### config.mk
export PLATFORM = sky130hd
export DESIGN_NAME = tlpt_ram
export DESIGN_NICKNAME = d
export VERILOG_FILES = /design/src/rtl/core/tlpt_ram.sv
export SDC_FILE = /design/constraint.sdc
export NUM_CORES = 1
export LEC_CHECK = 0
export BUFFER_PORTS_ARGS = -buffer_cell sky130_fd_sc_hd__buf_2
export CAP_MARGIN = 10
export CELL_PAD_IN_SITES_DETAIL_PLACEMENT = 1
export CELL_PAD_IN_SITES_GLOBAL_PLACEMENT = 1
export CORE_UTILIZATION = 50
export CTS_BUF_LIST = sky130_fd_sc_hd__clkbuf_4 sky130_fd_sc_hd__clkbuf_8
export DETAILED_ROUTE_END_ITERATION = 10
export MAX_ROUTING_LAYER = met4
export PLACE_DENSITY = 0.84
export SLEW_MARGIN = 10
export SYNTH_ARGS = -nofsm -noshare
export SYNTH_HDL_FRONTEND = slang
export SYNTH_SLANG_ARGS = --single-unit
### constraint.sdc
create_clock -name clk -period 1.9 [get_ports clk]
set_clock_uncertainty 0.1 [all_clocks]
set_input_delay 0.19 -clock clk [delete_from_list [all_inputs] [get_ports clk]]
set_output_delay 0.19 -clock clk [all_outputs]
set_load 0.02 [all_outputs]
### src/rtl/core/tlpt_ram.sv
// Generic simple dual-port RAM with one write port and a registered read port.
module tlpt_ram #(
    parameter int WIDTH = 8,
    parameter int DEPTH = 16
) (
    input  logic                     clk,
    input  logic                     wr_en,
    input  logic [$clog2(DEPTH)-1:0] wr_addr,
    input  logic [WIDTH-1:0]         wr_data,
    input  logic                     rd_en,
    input  logic [$clog2(DEPTH)-1:0] rd_addr,
    output logic [WIDTH-1:0]         rd_data
);

    logic [WIDTH-1:0] mem [DEPTH];
    logic [WIDTH-1:0] rd_data_reg;

    // Write port
    always_ff @(posedge clk)
    begin
        if (wr_en)
        begin
            mem[wr_addr] <= wr_data;
        end
    end

    // Read port, data holds while not enabled
    always_ff @(posedge clk)
    begin
        if (rd_en)
        begin
            rd_data_reg <= mem[rd_addr];
        end
    end

    assign rd_data = rd_data_reg;

endmodule

Word-level counts from Yosys, hierarchy flattened
Memories as Yosys holds them, arrays and structs flattened. A register that Yosys moved wholly into a read port is not among the register bits.
Index checks and enable logic that the tools add are counted.
{"block": "word_totals", "regBits": 0, "mem_bits_rw": 128, "input_bits": 19, "memories": 1}
{"memory": "mem", "words": 16, "width": 8, "read_ports": 1, "rd_ports_with_merged_regs": 1, "wr": 1, "line": "15", "rtl": "logic [WIDTH-1:0] mem [DEPTH];"}
{"block": "op_classes", "n_mux": 2}
{"cell": "2-to-1 mux 1 bit", "n": 2}

Longest topological paths before layout
Gate-level depths: netlist of run 1.
{"block": "logic_depth", "ltp_word": 2, "depth_mapped": 5, "depth_no_buf": 3}

Worst setup path before layout of run 1
OpenSTA, ideal clock, no wires.
{"block": "synth_path", "path_type": "in2reg", "start": "in wr_addr[2]", "end": "mem mem[0][0], enable pin", "arrival_time_ns": 1.300, "required_time_ns": 1.417, "path_slack_ns": 0.117, "path_stages": 2, "n_path_buf": 0, "cell_sequence": "or3b_2 -> nor3_1"}
{"item": "start: declaration", "line": "8", "rtl": "input logic [$clog2(DEPTH)-1:0] wr_addr,"}
{"item": "end: declaration", "line": "15"}
No word-level cell before the write port.

==> flow_summary.json, run 1 <==
{
  "critical_path_rt_ns": 1.96,
  "maxSlewHeadroom": 0.723,
  "cts_root_buffer": "sky130_fd_sc_hd__clkbuf_8",
  "outcome": "finished clean",
  "start_util": 0.525,
  "synth_sequential_area_ratio": 0.781,
  "dr.first_iter.drc_count": 150,
  "routed_wirelength_um": 10700,
  "post_placement_cell_count": 399,
  "cts_num_sinks": 136,
  "core_region_area_sq_um": 9950,
  "synth-warning-count": 0,
  "synth.net_count": 248,
  "timing.final.max_slew_violations": 0,
  "vias_in_the_first_global_route": 2699,
  "detail_route.wl_per_cell_um": 24.8,
  "postSynthAreaPerCell_sq_um": 22.8,
  "worst_hold_path_type": "in -> reg",
  "max-clock-path-buffers": 2,
  "number_of_antenna_violations_at_the_first_check_in_global_routing": 1,
  "cts_inserted_buffers": 17,
  "clock.fmax_mhz": 561,
  "grtUsageTotal": 0.222,
  "min_period_over_period": 0.937,
  "post-cts-setup-buffers": 0,
  "layout.area.seq_sq_um": 4080,
  "yosysTopAreaCell": "sky130_fd_sc_hd__edfxtp_1",
  "fp.dieW_um": 104,
  "detailed_place_hpwl_um": 7080,
  "yosysTopAreaCellShare": 0.781,
  "global_route.overflow_total": 0,
  "mostFrequentLayoutCell": "sky130_fd_sc_hd__edfxtp_1",
  "vdd_ir_drop_max_mv": 0.504,
  "critical_path_sink_type": "flip-flop",
  "drc": 0,
  "post_synth_instance_area_sq_um": 5230,
  "cp_max_fo": 1,
  "total_power_mw": 6.10,
  "synthCells": 229,
  "worstSkewPairLatency_ns": 0.43,
  "htreeDepth": 4,
  "nNetsFinal": 304,
  "via_count": 2530,
  "worst_setup_hold_path_clk_slew_ns": 0.08,
  "floorplan.die.height_um": 104,
  "hold_violations": 0,
  "worstSetupStartpointType": "flip-flop",
  "multi_input_comb_area_sq_um": 1060,
  "area_growth_pct": 15.4,
  "synth.lib_cells_used.distinct": 18,
  "grt_start_max_net_pins": 33,
  "drtPass1Iterations": 4,
  "vias_per_cell": 5.86,
  "grt_setup_unrepaired": "no",
  "finalNonFillerCells": 432,
  "design.die.area_sq_um": 10900,
  "fillers": 837,
  "rows": 36,
  "power_leakage_nw": 2.03,
  "power_density_nw_per_um2": 1010,
  "layout_common_cells": "136 x sky130_fd_sc_hd__edfxtp_1, 26 x sky130_fd_sc_hd__buf_2, 18 x sky130_fd_sc_hd__mux4_2, 18 x sky130_fd_sc_hd__buf_4, 17 x sky130_fd_sc_hd__clkbuf_8",
  "cts.repair.resized": 0,
  "cts_tree": "yes",
  "design.portCount": 27,
  "largest_register_ffs": 128,
  "finalWorstPathRequiredPeriod_ns": 1.78,
  "port-buffer-count": 26,
  "critical_path_class": "reg -> reg",
  "cts-hold-fix-buffers": 0,
  "worst_ep_arrival_time_ns": 1.84,
  "post_synth_main_area_contributors": "sky130_fd_sc_hd__edfxtp_1 78%, sky130_fd_sc_hd__mux4_2 7.8%, sky130_fd_sc_hd__mux4_1 7.0%, sky130_fd_sc_hd__a22oi_1 2.3%, sky130_fd_sc_hd__nor2_1 0.93%",
  "detail-route-antenna-nets": 0,
  "routabilityCongestion": 0.740,
  "grt_pass1_wl_um": 16100,
  "max-cap-violations": 0,
  "seq_cells_post_synth": 136,
  "ratio_of_cells_with_drive_above_1_in_the_final_layout": 0.319,
  "setup_viol_count_final": 0,
  "max_slew.worst_pin.slew_ns": 0.415
}
[worst max-delay path, stage by stage (launching register included)]
cell and delay, ns:
sky130_fd_sc_hd__edfxtp_1 0.39, sky130_fd_sc_hd__mux4_1 0.53, sky130_fd_sc_hd__a22oi_1 0.39, sky130_fd_sc_hd__nand2_1 0.11
[report_power, final]
| group | total, mW | leakage (nW) | internal [mW] | switching [mW] |
|---|---|---|---|---|
| Sequential | 3.40 | 1.24 | 3.38 | 0.0211 |
| Clock | 2.37 | 0.198 | 1.30 | 1.07 |
| Combinational | 0.332 | 0.598 | 0.138 | 0.194 |
[metal layers]
metal | vias to the layer above | global-route usage | wire length, um
li1 | 1094 | - | -
met1 | 1323 | 0.280 | 4400
met2 | 101 | 0.344 | 5520
met3 | 12 | 0.0570 | 641
met4 | 0 | 0.0980 | 148
met5 | - | - | 0
[synthesized netlist by cell type (all sizes together)]
library cell,instances
and2b,1
buf,7
nand3b,2
edfxtp,136
mux4,32
clkdlybuf4s25,3
nor2b,1
and2,1
nand3,1
nand2b,2
a22oi,16
or3b,1
nand2,9
nor2,13
nor3,4
[logic make-up (layout without fill, tap and decap cells)]
logic type             Yosys count  after routing  synth area share
other                            0              1                 0
multiplexers                    32             32             0.148
buffers and inverters           10             79            0.0165
flip-flops                     136            136             0.781
AND/OR/NAND/NOR                 35             35            0.0314
AO/OA/AOI/OAI                   16             16            0.0230
[area by class of cell]
class,count,share of cell area
Antenna cell,1,0.000415
Clock buffer,18,0.0400
Timing Repair Buffer,47,0.0539
Tap cell,133,0.0276
Sequential cell,136,0.677
Multi-Input combinational cell,83,0.175
Clock inverter,14,0.0261
[per-stage QoR]
step | setup TNS [ns] | cell area [sq um] | worst slack [ns] | util | hold slack [ns]
after global routing | 0 | 6030 | 0.0389 | 0.606 | 0.0131
after floorplan | 0 | 5230 | 0.117 | - | 0.189
after detailed placement | -0.143 | 5630 | -0.143 | 0.566 | 0.483
after global placement | 0 | 5630 | 0.00180 | 0.566 | 0.473
after CTS | 0 | 6030 | 0.0481 | 0.606 | 0.0113
final | 0 | 6030 | 0.119 | 0.606 | 0.0398
[path summary, 6_finish.rpt]
path | to | slack, ns | depth (start not counted) | startpoint
min | rd_data[7] | 0.04 | 1 | rd_en
max reg2reg | rd_data[4] | 0.12 | 3 | mem[8][4]
min reg2reg | rd_data[1] | 0.66 | 3 | mem[7][1]
max | rd_data[4] | 0.12 | 3 | mem[8][4]
Power figures use the tool's default switching activity.
==> run 2: changes to the inputs <==
- CELL_PAD_IN_SITES_DETAIL_PLACEMENT: 1 -> not set
- CELL_PAD_IN_SITES_GLOBAL_PLACEMENT: 1 -> not set
- CORE_UTILIZATION: 50 -> 57
- PLACE_DENSITY: 0.84 -> 0.85
- SLEW_MARGIN: 10 -> 25
==> run 2 against run 1 <==
Against the previous run: the flow now finishes with violations (design-rule violations); critical path type unchanged; fmax grew 10%; sequential cell count is the same; final cell count shrank 4.9%; register-to-register slack gained 0.17 ns; largest power group unchanged; worst setup slack gained 0.17 ns; die area shrank 12%; critical endpoint is now rd_data[3].
==> flow_summary.json, run 2 (synthesis results as in run 1) <==
{
  "power_density_nw_per_um2": 992,
  "rr_endpoint": "rd_data[3]",
  "routed_wirelength_um": 9460,
  "total_power_mw": 6.00,
  "max_slew.worst_pin.slew_ns": 0.378,
  "timing.final.max_slew_violations": 0,
  "min_period_over_period": 0.850,
  "start_util": 0.594,
  "vias_in_the_first_global_route": 2563,
  "rows": 34,
  "detailed_place_hpwl_um": 6400,
  "outcome": "finished, violations left",
  "largest_register_ffs": 128,
  "max-clock-path-buffers": 2,
  "post-cts-setup-buffers": 0,
  "design.portCount": 27,
  "cts_tree": "yes",
  "min_delay_worst_endpoint": "mem[7][2]",
  "layout_common_cells": "136 x sky130_fd_sc_hd__edfxtp_1, 26 x sky130_fd_sc_hd__buf_2, 22 x sky130_fd_sc_hd__buf_4, 18 x sky130_fd_sc_hd__mux4_2, 17 x sky130_fd_sc_hd__clkbuf_8",
  "nNetsFinal": 310,
  "core_region_area_sq_um": 8810,
  "design.die.area_sq_um": 9560,
  "cts_root_buffer": "sky130_fd_sc_hd__clkbuf_8",
  "number_of_antenna_violations_at_the_first_check_in_global_routing": 0,
  "drtPass1Iterations": 11,
  "critical_path_rt_ns": 1.97,
  "setup_viol_count_final": 0,
  "finalNonFillerCells": 411,
  "worst_setup_hold_path_clk_slew_ns": 0.07,
  "ratio_of_cells_with_drive_above_1_in_the_final_layout": 0.323,
  "holdPathStages": 1,
  "area_growth_pct": 15.8,
  "mostFrequentLayoutCell": "sky130_fd_sc_hd__edfxtp_1",
  "cts_inserted_buffers": 17,
  "worst_hold_startpoint": "wr_data[2]",
  "worstSetupStartpointType": "flip-flop",
  "timing.critical_path.slowest_stage_cell": "sky130_fd_sc_hd__mux4_1",
  "vias_per_cell": 6.05,
  "max-cap-violations": 0,
  "r2r-start": "mem[2][3]",
  "hold_violations": 0,
  "fin_setup_tns_ns": 0,
  "power_leakage_nw": 2.06,
  "stdcell_area_sq_um": 6050,
  "global_route.overflow_total": 0,
  "cp_max_fo": 1,
  "cts.repair.resized": 0,
  "clock.fmax_mhz": 619,
  "htreeDepth": 4,
  "post_placement_cell_count": 380,
  "grt_setup_unrepaired": "no",
  "port-buffer-count": 26,
  "worst_hold_path_type": "in -> reg",
  "vdd_ir_drop_max_mv": 0.691,
  "grt_start_max_net_pins": 17,
  "worst_path_largest_cell_delay_ns": 0.50,
  "n_antenna_cell": 0,
  "finish.utilization": 0.688,
  "critical_path_class": "reg -> reg",
  "worstSkewPairLatency_ns": 0.42,
  "worst_ep_arrival_time_ns": 1.68,
  "maxSlewHeadroom": 0.748,
  "finalWorstPathRequiredPeriod_ns": 1.62,
  "fp.dieW_um": 97.8,
  "cts_num_sinks": 136,
  "grt_pass1_wl_um": 14600,
  "r2r_cells": 3,
  "floorplan.die.height_um": 97.8,
  "critical_path_sink_type": "flip-flop",
  "crit_chain": "mux4_1, a22oi_1, nand2_1",
  "detail-route-antenna-nets": 0,
  "detail_route.wl_per_cell_um": 23.0,
  "violations_in_the_final_reports": "design-rule violations",
  "routabilityCongestion": 0.797,
  "place_area_sq_um": 5670,
  "via_count": 2485,
  "grtUsageTotal": 0.226,
  "drc": 6,
  "cts-hold-fix-buffers": 0,
  "dr.first_iter.drc_count": 246,
  "ff2ff_setup_slack_ns": 0.28
}
[run 2: changes by cell type in the layout (fill, tap and decap cells not counted), sizes merged]
cell / delta
buf: +6
clkbuf: +1
clkinv: -2
diode: -1
[run 2: metal layers]
layer,part of all wire,GRT usage
met1,0.42,0.304
met3,0.081,0.0565
met4,0.014,0.111
met5,0,-
met2,0.49,0.330
[run 2: power by group]
group / leakage, nW / internal, mW / switching (mW)
Combinational: 0.638 / 0.148 / 0.190
Clock: 0.190 / 1.29 / 0.979
Sequential: 1.24 / 3.38 / 0.0189
Total: 2.06 / 4.82 / 1.19
[run 2: worst max-delay path: cells and delay by family, from the launching register on]
family	cells	cell delay, ns
compound gates	1	0.29
mux	1	0.50
flops	1	0.37
simple gates	1	0.09
[run 2: metrics by stage]
step | setup WS (ns) | hold WS, ns
2_1_floorplan | 0.117 | 0.189
3_3_place_gp | 0.0404 | 0.466
3_5_place_dp | 0.0303 | 0.477
4_1_cts | 0.308 | 0.0218
5_1_grt | 0.253 | 0.0286
6_report | 0.284 | 0.0412
[run 2: final cells by class]
cell class	instances	area, sq um
Tap cell	108	135
Clock inverter	12	134
Sequential cell	136	4080
Timing Repair Buffer	53	395
Clock buffer	19	249
Multi-Input combinational cell	83	1060
Fill cell	522	2750
[run 2: worst max path at each step]
stage                 endpoint  cells after the start       start
floorplan            mem[0][0]                      2  wr_addr[2]
global placement    rd_data[1]                      5  rd_addr[0]
detailed placement  rd_data[1]                      5  rd_addr[0]
CTS                 rd_data[1]                      3   mem[4][1]
global route        rd_data[4]                      3   mem[9][4]
finish              rd_data[3]                      3   mem[2][3]
