==> src/rtl/core/tlpt_sweep.sv <==
// Post-reset clearing sweep: walks every memory address once.
module tlpt_sweep #(
    parameter int DEPTH = 2048
) (
    input  logic                     clk,
    input  logic                     rst_n,
    output logic                     busy,
    output logic [$clog2(DEPTH)-1:0] addr
);

    localparam int AW = $clog2(DEPTH);

    logic          busy_reg;
    logic          busy_next;
    logic [AW-1:0] addr_reg;
    logic [AW-1:0] addr_next;

    // Advance one address a cycle until the last one is written
    always_comb
    begin
        busy_next = busy_reg;
        addr_next = addr_reg;
        if (busy_reg)
        begin
            if (addr_reg == AW'(DEPTH - 1))
            begin
                busy_next = 1'b0;
            end
            else
            begin
                addr_next = addr_reg + AW'(1);
            end
        end
    end

    always_ff @(posedge clk or negedge rst_n)
    begin
        if (!rst_n)
        begin
            busy_reg <= 1'b1;
            addr_reg <= '0;
        end
        else
        begin
            busy_reg <= busy_next;
            addr_reg <= addr_next;
        end
    end

    assign busy = busy_reg;
    assign addr = addr_reg;

endmodule

==> config.mk <==
export PLATFORM = sky130hd
export DESIGN_NAME = tlpt_sweep
export DESIGN_NICKNAME = d
export VERILOG_FILES = /design/src/rtl/core/tlpt_sweep.sv
export SDC_FILE = /design/constraint.sdc
export NUM_CORES = 1
export LEC_CHECK = 0
export BUFFER_PORTS_ARGS = -buffer_cell sky130_fd_sc_hd__clkbuf_2
export CORE_AREA = 5 5 42 44
export DETAILED_ROUTE_END_ITERATION = 8
export DIE_AREA = 0 0 47 49
export GPL_TIMING_DRIVEN = 1
export PLACE_DENSITY = 0.7
export SLEW_MARGIN = 40
export SYNTH_ARGS = -nofsm -noshare
export SYNTH_HDL_FRONTEND = slang
export SYNTH_SLANG_ARGS = --single-unit
==> constraint.sdc <==
create_clock -name clk -period 1.8 [get_ports clk]
set_input_delay 0.27 -clock clk [delete_from_list [all_inputs] [get_ports clk]]
set_output_delay 0.27 -clock clk [all_outputs]
set_load 0.01 [all_outputs]
-- Word level (Yosys, flattened, before mapping)
Index checks and enable logic that the tools add are counted.
- multiplexer cells: 2
- bitwise gates (word level): 1
- eq/ne operators: 1
- add/sub/neg operators: 1
- reduce and logical (&&, ||, !) cells: 1
- operators by type and width (operator ; number):
    adder 11 x 1 -> 11 bit, second input constant ; 1
    == test 11 bit, second input constant ; 1
    two-way mux 1 bit ; 2
    AND reduction 2 bit ; 1
    inverter 1 bit ; 1
- register bits after elaboration: 12
- output and inout port bits: 12
- input port bits: 2

-- Logic depth before layout (Yosys ltp)
Gate-level depths: netlist of run 1.
- word-level depth: 3
- depth in mapped cells: 5
- gate-level depth less buffers: 5

-- Least setup slack after synthesis of run 1
OpenSTA, ideal clock, no wires.
- path type: reg-to-reg
- start: register addr_reg[0] (netlist: addr[0])
- end: register addr_reg[1] (netlist: addr[1])
- buffers on the path: 0
- data arrival time: 1332 ps
- setup time: 125 ps
- path slack: 343 ps
- stages on the path, launching flop included: 6
- clock period less this slack: 1457 ps
- cells stage by stage: dfrtp_1 > ha_1 > and2_2 > nand4_4 > nand2_4 > mux2_4
- word-level cells in the longest chain between the ends: 3
- RTL lines (element ; line ; RTL):
    start: declaration ; 15 ; logic [AW-1:0] addr_reg;
    start signal: assignment ; 46 ; addr_reg <= addr_next;
    parallel branches: the longest is 3 deep, another holds adder 11 x 1 -> 11 bit ; - ;
Several ways; the timed one is not identified.
A chain may end at the register's enable or synchronous reset.

-- Final worst setup path of run 1
Same ends and word-level chain as after synthesis.

==> metrics.md, run 1 <==
| Metric | Value |
|---|---|
| Status | finished, final reports clean |
| Met3 GRT Util | 0.0332 |
| Root Driver | clkbuf_4 |
| Worst VDD drop | 0.319 mV |
| Period utilization | 0.843 |
| Initial DRC count | 0 |
| Final hold vios | 0 |
| Critical path's top delay family | flip-flops |
| Fmax | 659 MHz |
| Crit path largest cell delay | 430 ps |
| Met2 Use GR | 0.158 |
| Crit Path Class | reg2reg |
| Core Region | 1400 um2 |
| Slowest library cell on the worst path | dfrtp_1 |
| Most used routing layer | met1 |
| Global Route Usage Sum | 0.116 |
| Full die area | 2300 um2 |
| Max clock buf depth | 2 |
| Logic pwr share | 0.015 |
| Sequential share of power | 0.541 |
| I/O Pins | 14 |
| CTS tree | yes |
| Sw Ratio | 0.207 |
| DR WL/cell | 12.5 um |
| Largest net degree at the start of global routing | 13 |
| Clock Power Share | 0.444 |
| Required @ worst endpoint | 1970 ps |
| Max reg flops | 11 |
| Post-DP Area | 664 um2 |
| Die height | 49 um |
| Data arrival time of the worst path | 1690 ps |
| Final wirelength | 1.05 mm |
| Synth Register Bits | 12 |
| Max Transition Viols Final | 0 |
| Synthesized area per cell | 11.6 um2 |
| Drt drc | 0 |
| Worst path bufs/invs | 0 |
| Number of diodes | 0 |
| Design area | 711 um2 |
| Yosys warnings | 0 |
| Unrepaired setup endpoints after global routing | no |
| Slew Limit Headroom | 0.799 |
| Later-pin clock latency in the skew report | 280 ps |
| Nets@finish | 72 |
| Via count | 425 |
| Via/cell ratio | 5.06 |
| Crit. End Element | register |
| Most common cell after layout, fill and taps aside | clkbuf_2 |
| Worst Hold Class | in2async |
| Pwr/cell area | 700 nW/um2 |
| DRT Pass-1 Iters | 1 |
| RR Startpoint | addr[0] |
| Dpl hpwl | 757 um |
| FP Rows | 14 |
| Sequential area share after synthesis | 0.521 |
| DP Worst Slack | 326 ps |
| Leakage power | 0.375 nW |
| Yosys cell types | 22 |
| Port Buffers | 13 |
| Initial antenna violation count | 0 |
| Worst Skew | 8.46 ps |
| Layout cells sized above 1 | 0.397 |
| Placer congestion estimate | 0.742 |
| Syn Nets | 53 |
| GR Overflow Total | 0 |
| Power Internal | 0.000395 W |
| Die Wd | 47 um |
| Total negative slack | 0 ps |
| CTS buffer count | 3 |
| Met1 GRT Util | 0.163 |
| Sink Count | 12 |
| CP Launch Type | register |
| Worst-margin pin slew | 302 ps |
| Antenna Nets Post-Route | 0 |
| Clock slew at reported path FFs | 90 ps |
| CTS H-Tree Depth | 1 |
| Synth Cell Area | 579 um2 |
| Final Hold Slack | 403 ps |
| P_sw | 0.000103 W |
| Pwr Total | 0.000498 W |
| First-pass GRT wire length | 1.95 mm |
| Crit-path cells | ha_1 > and2_2 > nand4_4 > nand2_4 > mux2_4 |
| Vias in the first global route | 438 |
| Initial core utilization | 0.413 |
| Critical path origin | addr[0] |
| Area Growth Syn to Fin | 22.7% |
| Tmin final | 1520 ps |
| Synth Instances | 50 |
| Final Setup Violations | 0 |
| Max cap viols | 0 |
| Most frequent cells in the layout | clkbuf_2, dfrtp_1, nand2_1 |
| CP Max Fanout | 5 |
| Final worst slack | 282 ps |
## layer usage
| layer | routed length (um) | part of all wire |
|---|---|---|
| met5 | 0 | 0 |
| met3 | 47 | 0.045 |
| met4 | 14 | 0.013 |
| met2 | 450 | 0.43 |
| met1 | 536 | 0.51 |
## layout make-up
class	instances	area [um2]
clock buffer	4	36.3
fill	130	691
inverter	1	3.75
multi-input combinational	37	274
sequential	12	302
tap	16	20.0
timing repair buffer	14	75.1
## cells by family (layout without fill, tap and decap cells)
family	count (synthesis)	after routing	synth area share
fa+ha+maj	1	1	0.0216
flops	12	12	0.521
simple gates	22	22	0.261
buf+inv	1	19	0.00647
compound gates	7	7	0.0691
xor+xnor	5	5	0.0756
mux	2	2	0.0453
## worst paths after layout
check                                to  slack, ps  depth (start not counted)
worst max-delay path            addr[1]        280                          5
min in group clk                addr[6]        510                          1
max in group asynchronous          busy       1120                          2
worst min register to register  addr[6]        510                          1
worst max register to register  addr[1]        280                          5
worst min-delay path            addr[7]        400                          2
## per-stage QoR
stage          cells   util
5_1_grt           84  0.507
4_1_cts           84  0.507
2_1_floorplan     50      -
3_3_place_gp      79  0.474
3_5_place_dp      79  0.474
6_report          84  0.507
## cells in the mapped netlist
| master | instances | area (um2) |
|---|---|---|
| and2_2 | 2 | 15.0 |
| o21bai_1 | 1 | 7.51 |
| xnor2_1 | 4 | 35.0 |
| xor2_1 | 1 | 8.76 |
| dfrtp_1 | 11 | 275 |
| and4_1 | 1 | 8.76 |
| and3_1 | 2 | 12.5 |
| dfstp_2 | 1 | 26.3 |
| nand4_4 | 1 | 21.3 |
| nand3_1 | 3 | 15.0 |
| and4_4 | 1 | 11.3 |
| mux2_2 | 1 | 11.3 |
| inv_1 | 1 | 3.75 |
| ha_1 | 1 | 12.5 |
| mux2_4 | 1 | 15.0 |
| nor3b_2 | 1 | 12.5 |
| and3_2 | 1 | 7.51 |
| a21oi_1 | 5 | 25.0 |
| nand4_1 | 1 | 6.26 |
| o21a_1 | 1 | 7.51 |
| nand2_1 | 8 | 30.0 |
| nand2_4 | 1 | 11.3 |
## power groups by stage
stage	Combinational, W	Clock [W]	Sequential (W)
global route	0.00000897	0.000236	0.000269
global placement	0.00000628	0	0.000275
CTS	0.00000807	0.000223	0.000269
detailed placement	0.00000651	0	0.000275
floorplan	0.000000000126	0	0.000275
finish	0.00000748	0.000221	0.000269
## timing repair
action | in CTS | in global routing
hold buffers | 1 | 0
endpoints found under the setup margin | 0 | 0
gates resized for setup | 0 | 0
buffers inserted | 0 | 0
endpoints found under the hold margin | 11 | 0
No activity file was read; power rests on OpenSTA's default activity.
==> inputs of run 2 (changes only) <==
--- a/config.mk
+++ b/config.mk
@@ -6,11 +6,11 @@
 export NUM_CORES = 1
 export LEC_CHECK = 0
 export BUFFER_PORTS_ARGS = -buffer_cell sky130_fd_sc_hd__clkbuf_2
-export CORE_AREA = 5 5 42 44
+export CORE_MARGIN = 5
+export CORE_UTILIZATION = 44
 export DETAILED_ROUTE_END_ITERATION = 8
-export DIE_AREA = 0 0 47 49
 export GPL_TIMING_DRIVEN = 1
-export PLACE_DENSITY = 0.7
+export PLACE_DENSITY = 0.73
 export SLEW_MARGIN = 40
 export SYNTH_ARGS = -nofsm -noshare
 export SYNTH_HDL_FRONTEND = slang
==> constraint.sdc (replaced) <==
create_clock -name clk -period 1.35 [get_ports clk]
set_input_delay 0.2025 -clock clk [delete_from_list [all_inputs] [get_ports clk]]
set_output_delay 0.2025 -clock clk [all_outputs]
set_load 0.01 [all_outputs]
==> metrics.md, run 2 (synthesis gave the netlist of run 1 again) <==
| Metric | Value |
|---|---|
| Die height | 46.3 um |
| Via count | 475 |
| Area Growth Syn to Fin | 39.1% |
| P_sw | 0.000125 W |
| Fillcell total | 106 |
| Root Driver | clkbuf_4 |
| Initial DRC count | 11 |
| First-pass GRT wire length | 2.01 mm |
| GR Overflow Total | 0 |
| DRT Pass-1 Iters | 4 |
| Crit-path cells | ha_2 > and2_4 > nand4_4 > buf_4 > nand4_1 > xnor2_1 |
| Layout cells sized above 1 | 0.525 |
| Tmin final | 1350 ps |
| Cells on worst reg2reg path | 6 |
| Worst VDD drop | 0.438 mV |
| Final Setup Violations | 0 |
| FP Rows | 13 |
| CP Launch Type | register |
| Later-pin clock latency in the skew report | 270 ps |
| Max clock buf depth | 2 |
| Full die area | 2140 um2 |
| RR Startpoint | addr[1] |
| FF/Latch Area | 302 um2 |
| Pwr Total | 0.000602 W |
| Slowest library cell on the worst path | dfrtp_1 |
| Required @ worst endpoint | 1510 ps |
| Nets@finish | 84 |
| Max cap viols | 0 |
| Most frequent cells in the layout | clkbuf_2, buf_4, dfrtp_1 |
| DP Cell Count | 89 |
| Number of diodes | 0 |
| Drt drc | 0 |
| Max Transition Viols Final | 0 |
| Logic pwr share | 0.016 |
| DR WL/cell | 12.4 um |
| Multi-input logic area | 290 um2 |
| CTS buffer count | 3 |
| Placer congestion estimate | 0.736 |
| Worst-margin pin slew | 296 ps |
| Sw Ratio | 0.208 |
| Data arrival time of the worst path | 1510 ps |
| Layout Cells excl Fill | 95 |
| DP Worst Slack | 21.3 ps |
| CP Max Fanout | 3 |
| CTS tree | yes |
| R2r endpoint | addr[5] |
| Power Internal | 0.000477 W |
| Crit path largest cell delay | 390 ps |
| Fmax | 742 MHz |
| Antenna Nets Post-Route | 0 |
| Most common cell after layout, fill and taps aside | clkbuf_2 |
| Vias in the first global route | 462 |
| Period utilization | 0.999 |
| Max reg flops | 11 |
| Core Region | 1270 um2 |
| Pwr/cell area | 747 nW/um2 |
| Final wirelength | 1.18 mm |
| Clock slew at reported path FFs | 70 ps |
| Worst Hold Class | in2async |
| Largest net degree at the start of global routing | 13 |
| Global Route Usage Sum | 0.134 |
| Reg2reg setup slack | 2 ps |
| Die Wd | 46.3 um |
| Port Buffers | 13 |
| Final worst slack | 1.64 ps |
| DR top layer | met4 |
| Sink Count | 12 |
| Crit Path Class | reg2reg |
| Clock Power Share | 0.387 |
| Unrepaired setup endpoints after global routing | yes |
| I/O Pins | 14 |
| Sequential share of power | 0.597 |
| Crit. End Element | register |
| Status | finished, final reports clean |
| CTS H-Tree Depth | 1 |
| Worst Skew | 2.72 ps |
| Met2 Wirelength | 521 um |
| Slew Limit Headroom | 0.803 |
| Initial core utilization | 0.457 |
| Final hold vios | 0 |
| Initial antenna violation count | 0 |
| M1 WL | 572 um |
| Via/cell ratio | 5.00 |
| Leakage power | 0.429 nW |
| Wire length on met3 | 69 um |
-- run 2: stage by stage --
stage	hold WS, ps	instance area, um2	utilization	setup TNS, ps
finish	336	806	0.635	0
global placement	99.6	749	0.591	0
detailed placement	101	749	0.591	0
CTS	340	786	0.619	0
floorplan	-93.1	583	-	-73.9
global route	365	806	0.635	-68.7
-- run 2: worst max path at each step --
stage                     startpoint      end  slack [ps]  depth (start not counted)
after floorplan              addr[0]  addr[1]         -50                          5
after global placement       addr[1]  addr[5]          50                          6
after detailed placement     addr[1]  addr[5]          20                          6
after CTS                    addr[1]  addr[5]           4                          6
after global routing         addr[0]  addr[5]         -30                          6
final                        addr[1]  addr[5]           2                          6
-- run 2: power groups by stage --
stage | clock [W] | sequential (W) | combinational [W]
5_1_grt | 0.000260 | 0.000359 | 0.0000118
2_1_floorplan | 0 | 0.000366 | 0.000000000123
6_report | 0.000233 | 0.000359 | 0.00000979
4_1_cts | 0.000241 | 0.000359 | 0.0000104
3_3_place_gp | 0 | 0.000366 | 0.00000811
3_5_place_dp | 0 | 0.000366 | 0.00000821
-- run 2: cell type report --
| cell class | count | area share |
|---|---|---|
| clock buffer | 4 | 0.0326 |
| inverter | 1 | 0.00466 |
| multi-input combinational | 37 | 0.360 |
| sequential | 12 | 0.374 |
| tap | 15 | 0.0233 |
| timing repair buffer | 26 | 0.205 |
-- run 2: worst max-delay path, delay by kind of cell (launching register included) --
kind | cells | cell delay (ps)
buffers and inverters | 1 | 130
flip-flops | 1 | 390
adder cells (fa/ha/maj) | 1 | 200
AND/OR/NAND/NOR | 3 | 380
XOR/XNOR | 1 | 140
-- run 2: metal layers --
metal  global-route usage  vias to the layer above
met2                0.198                       11
met4               0.0682                        0
met1                0.177                      223
li1                     -                      239
met5                    0                        -
met3               0.0352                        2
-- run 2: what timing repair did --
item / CTS / global route
setup endpoints to repair: 0 / 5
buffers inserted: 0 / 1
resized for setup: 0 / 4
hold endpoints to repair: 11 / 0
hold buffers: 1 / 0
==> inputs of run 3 (changes only) <==
--- a/config.mk
+++ b/config.mk
@@ -6,11 +6,13 @@
 export NUM_CORES = 1
 export LEC_CHECK = 0
 export BUFFER_PORTS_ARGS = -buffer_cell sky130_fd_sc_hd__clkbuf_2
+export CAP_MARGIN = 20
 export CORE_MARGIN = 5
 export CORE_UTILIZATION = 44
 export DETAILED_ROUTE_END_ITERATION = 8
 export GPL_TIMING_DRIVEN = 1
 export PLACE_DENSITY = 0.73
+export RECOVER_POWER = 50
 export SLEW_MARGIN = 40
 export SYNTH_ARGS = -nofsm -noshare
 export SYNTH_HDL_FRONTEND = slang
==> metrics.md, run 3 (synthesis gave the netlist of run 1 again) <==
| Metric | Value |
|---|---|
| Via count | 476 |
| Largest net degree at the start of global routing | 13 |
| Max clock buf depth | 2 |
| Period utilization | 0.999 |
| Status | finished, final reports clean |
| Leakage power | 0.420 nW |
| Worst-margin pin slew | 638 ps |
| Placer congestion estimate | 0.736 |
| Clock slew at reported path FFs | 70 ps |
| Layout Cells excl Fill | 95 |
| CP Max Fanout | 3 |
| Layout cells sized above 1 | 0.488 |
| Final Hold Slack | 457 ps |
| CTS H-Tree Depth | 1 |
| Root Driver | clkbuf_4 |
| Initial core utilization | 0.457 |
| I/O Pins | 14 |
| FP Rows | 13 |
| Clock Power Share | 0.389 |
| Final wirelength | 1.19 mm |
| Sink Count | 12 |
| CTS tree | yes |
| Final hold vios | 0 |
| Logic pwr share | 0.016 |
| Die Wd | 46.3 um |
| Area Growth Syn to Fin | 38.4% |
| Final Setup Violations | 0 |
| Max reg flops | 11 |
| Multi-input logic area | 290 um2 |
| Most common cell after layout, fill and taps aside | buf_4 |
| CTS buffer count | 3 |
| Crit. End Element | register |
| Unrepaired setup endpoints after global routing | yes |
| Drt drc | 0 |
| Nets@finish | 84 |
| Worst Skew | 1.29 ps |
| Initial DRC count | 7 |
| DP Worst Slack | 21.3 ps |
| Final worst slack | 1.84 ps |
| Pwr/cell area | 752 nW/um2 |
| Sequential share of power | 0.595 |
| Total negative slack | 0 ps |
| Pwr Total | 0.000603 W |
| Die height | 46.3 um |
| Max Transition Viols Final | 0 |
| Most frequent cells in the layout | buf_4, dfrtp_1, clkbuf_2 |
| Worst VDD drop | 0.444 mV |
| First-pass GRT wire length | 2.01 mm |
| Global Route Usage Sum | 0.134 |
| Core Region | 1270 um2 |
| Power Internal | 0.000476 W |
| Via/cell ratio | 5.01 |
| Fillcell total | 108 |
| GR Overflow Total | 0 |
| Max cap viols | 0 |
| Fmax | 742 MHz |
| Later-pin clock latency in the skew report | 270 ps |
| DRT Pass-1 Iters | 3 |
| Sw Ratio | 0.211 |
| Worst Hold Class | in2async |
| Number of diodes | 0 |
| P_sw | 0.000127 W |
| Slew Limit Headroom | 0.575 |
| FF/Latch Area | 302 um2 |
| Crit Path Class | reg2reg |
| Required @ worst endpoint | 1510 ps |
| Data arrival time of the worst path | 1510 ps |
| CP Launch Type | register |
| DP Cell Count | 89 |
| Vias in the first global route | 462 |
| Tmin final | 1350 ps |
| Port Buffers | 13 |
| Initial antenna violation count | 0 |
| DR WL/cell | 12.5 um |
| Full die area | 2140 um2 |
| Antenna Nets Post-Route | 0 |
run 3: cell count changes in the layout (fill, tap and decap cells not counted):
cell and delta:
clkbuf_1 +3, clkbuf_2 -3
run 3: power by group through the flow:
stage                    logic (W)  registers (W)  clock network [W]
finish                  0.00000945       0.000359           0.000235
global route             0.0000114       0.000359           0.000260
CTS                      0.0000104       0.000359           0.000241
detailed placement      0.00000821       0.000366                  0
global placement        0.00000811       0.000366                  0
floorplan           0.000000000123       0.000366                  0
run 3: metrics by stage:
stage | area [um2] | util
final | 802 | 0.632
after CTS | 786 | 0.619
after global routing | 802 | 0.632
after global placement | 749 | 0.591
after floorplan | 583 | -
after detailed placement | 749 | 0.591
run 3: layer usage:
metal / wire [um] / GRT usage / vias to the layer above
met3: 67 / 0.0352 / 2
met4: 16 / 0.0682 / 0
met1: 599 / 0.177 / 225
li1: - / - / 238
met2: 508 / 0.198 / 11
met5: 0 / 0 / -
run 3: cell type report:
type | count | share of cell area
Sequential cell | 12 | 0.376
Multi-Input combinational cell | 37 | 0.362
Timing Repair Buffer | 26 | 0.201
Clock buffer | 4 | 0.0328
Tap cell | 15 | 0.0234
Inverter | 1 | 0.00468
run 3: critical path, stage by stage, from the launching register on:
cell	delay, ps
dfrtp_1	390
ha_2	200
and2_4	170
nand4_4	100
buf_4	140
nand4_1	110
xnor2_1	140
run 3: worst paths after layout:
kind                               from       to  slack, ps  cells after the start
worst max register to register  addr[1]  addr[5]          2                      6
max in group asynchronous         rst_n  addr[3]        490                      2
worst min register to register  addr[6]  addr[6]        510                      1
worst min-delay path              rst_n  addr[7]        460                      2
worst max-delay path            addr[1]  addr[5]          2                      6
min in group clk                addr[6]  addr[6]        510                      1
run 3: what timing repair did:
| action | in CTS | in global routing |
|---|---|---|
| hold endpoints to repair | 11 | 0 |
| hold buffers | 1 | 0 |
| gates resized for setup | 0 | 4 |
| setup buffers | 0 | 1 |
| setup endpoints to repair | 0 | 5 |
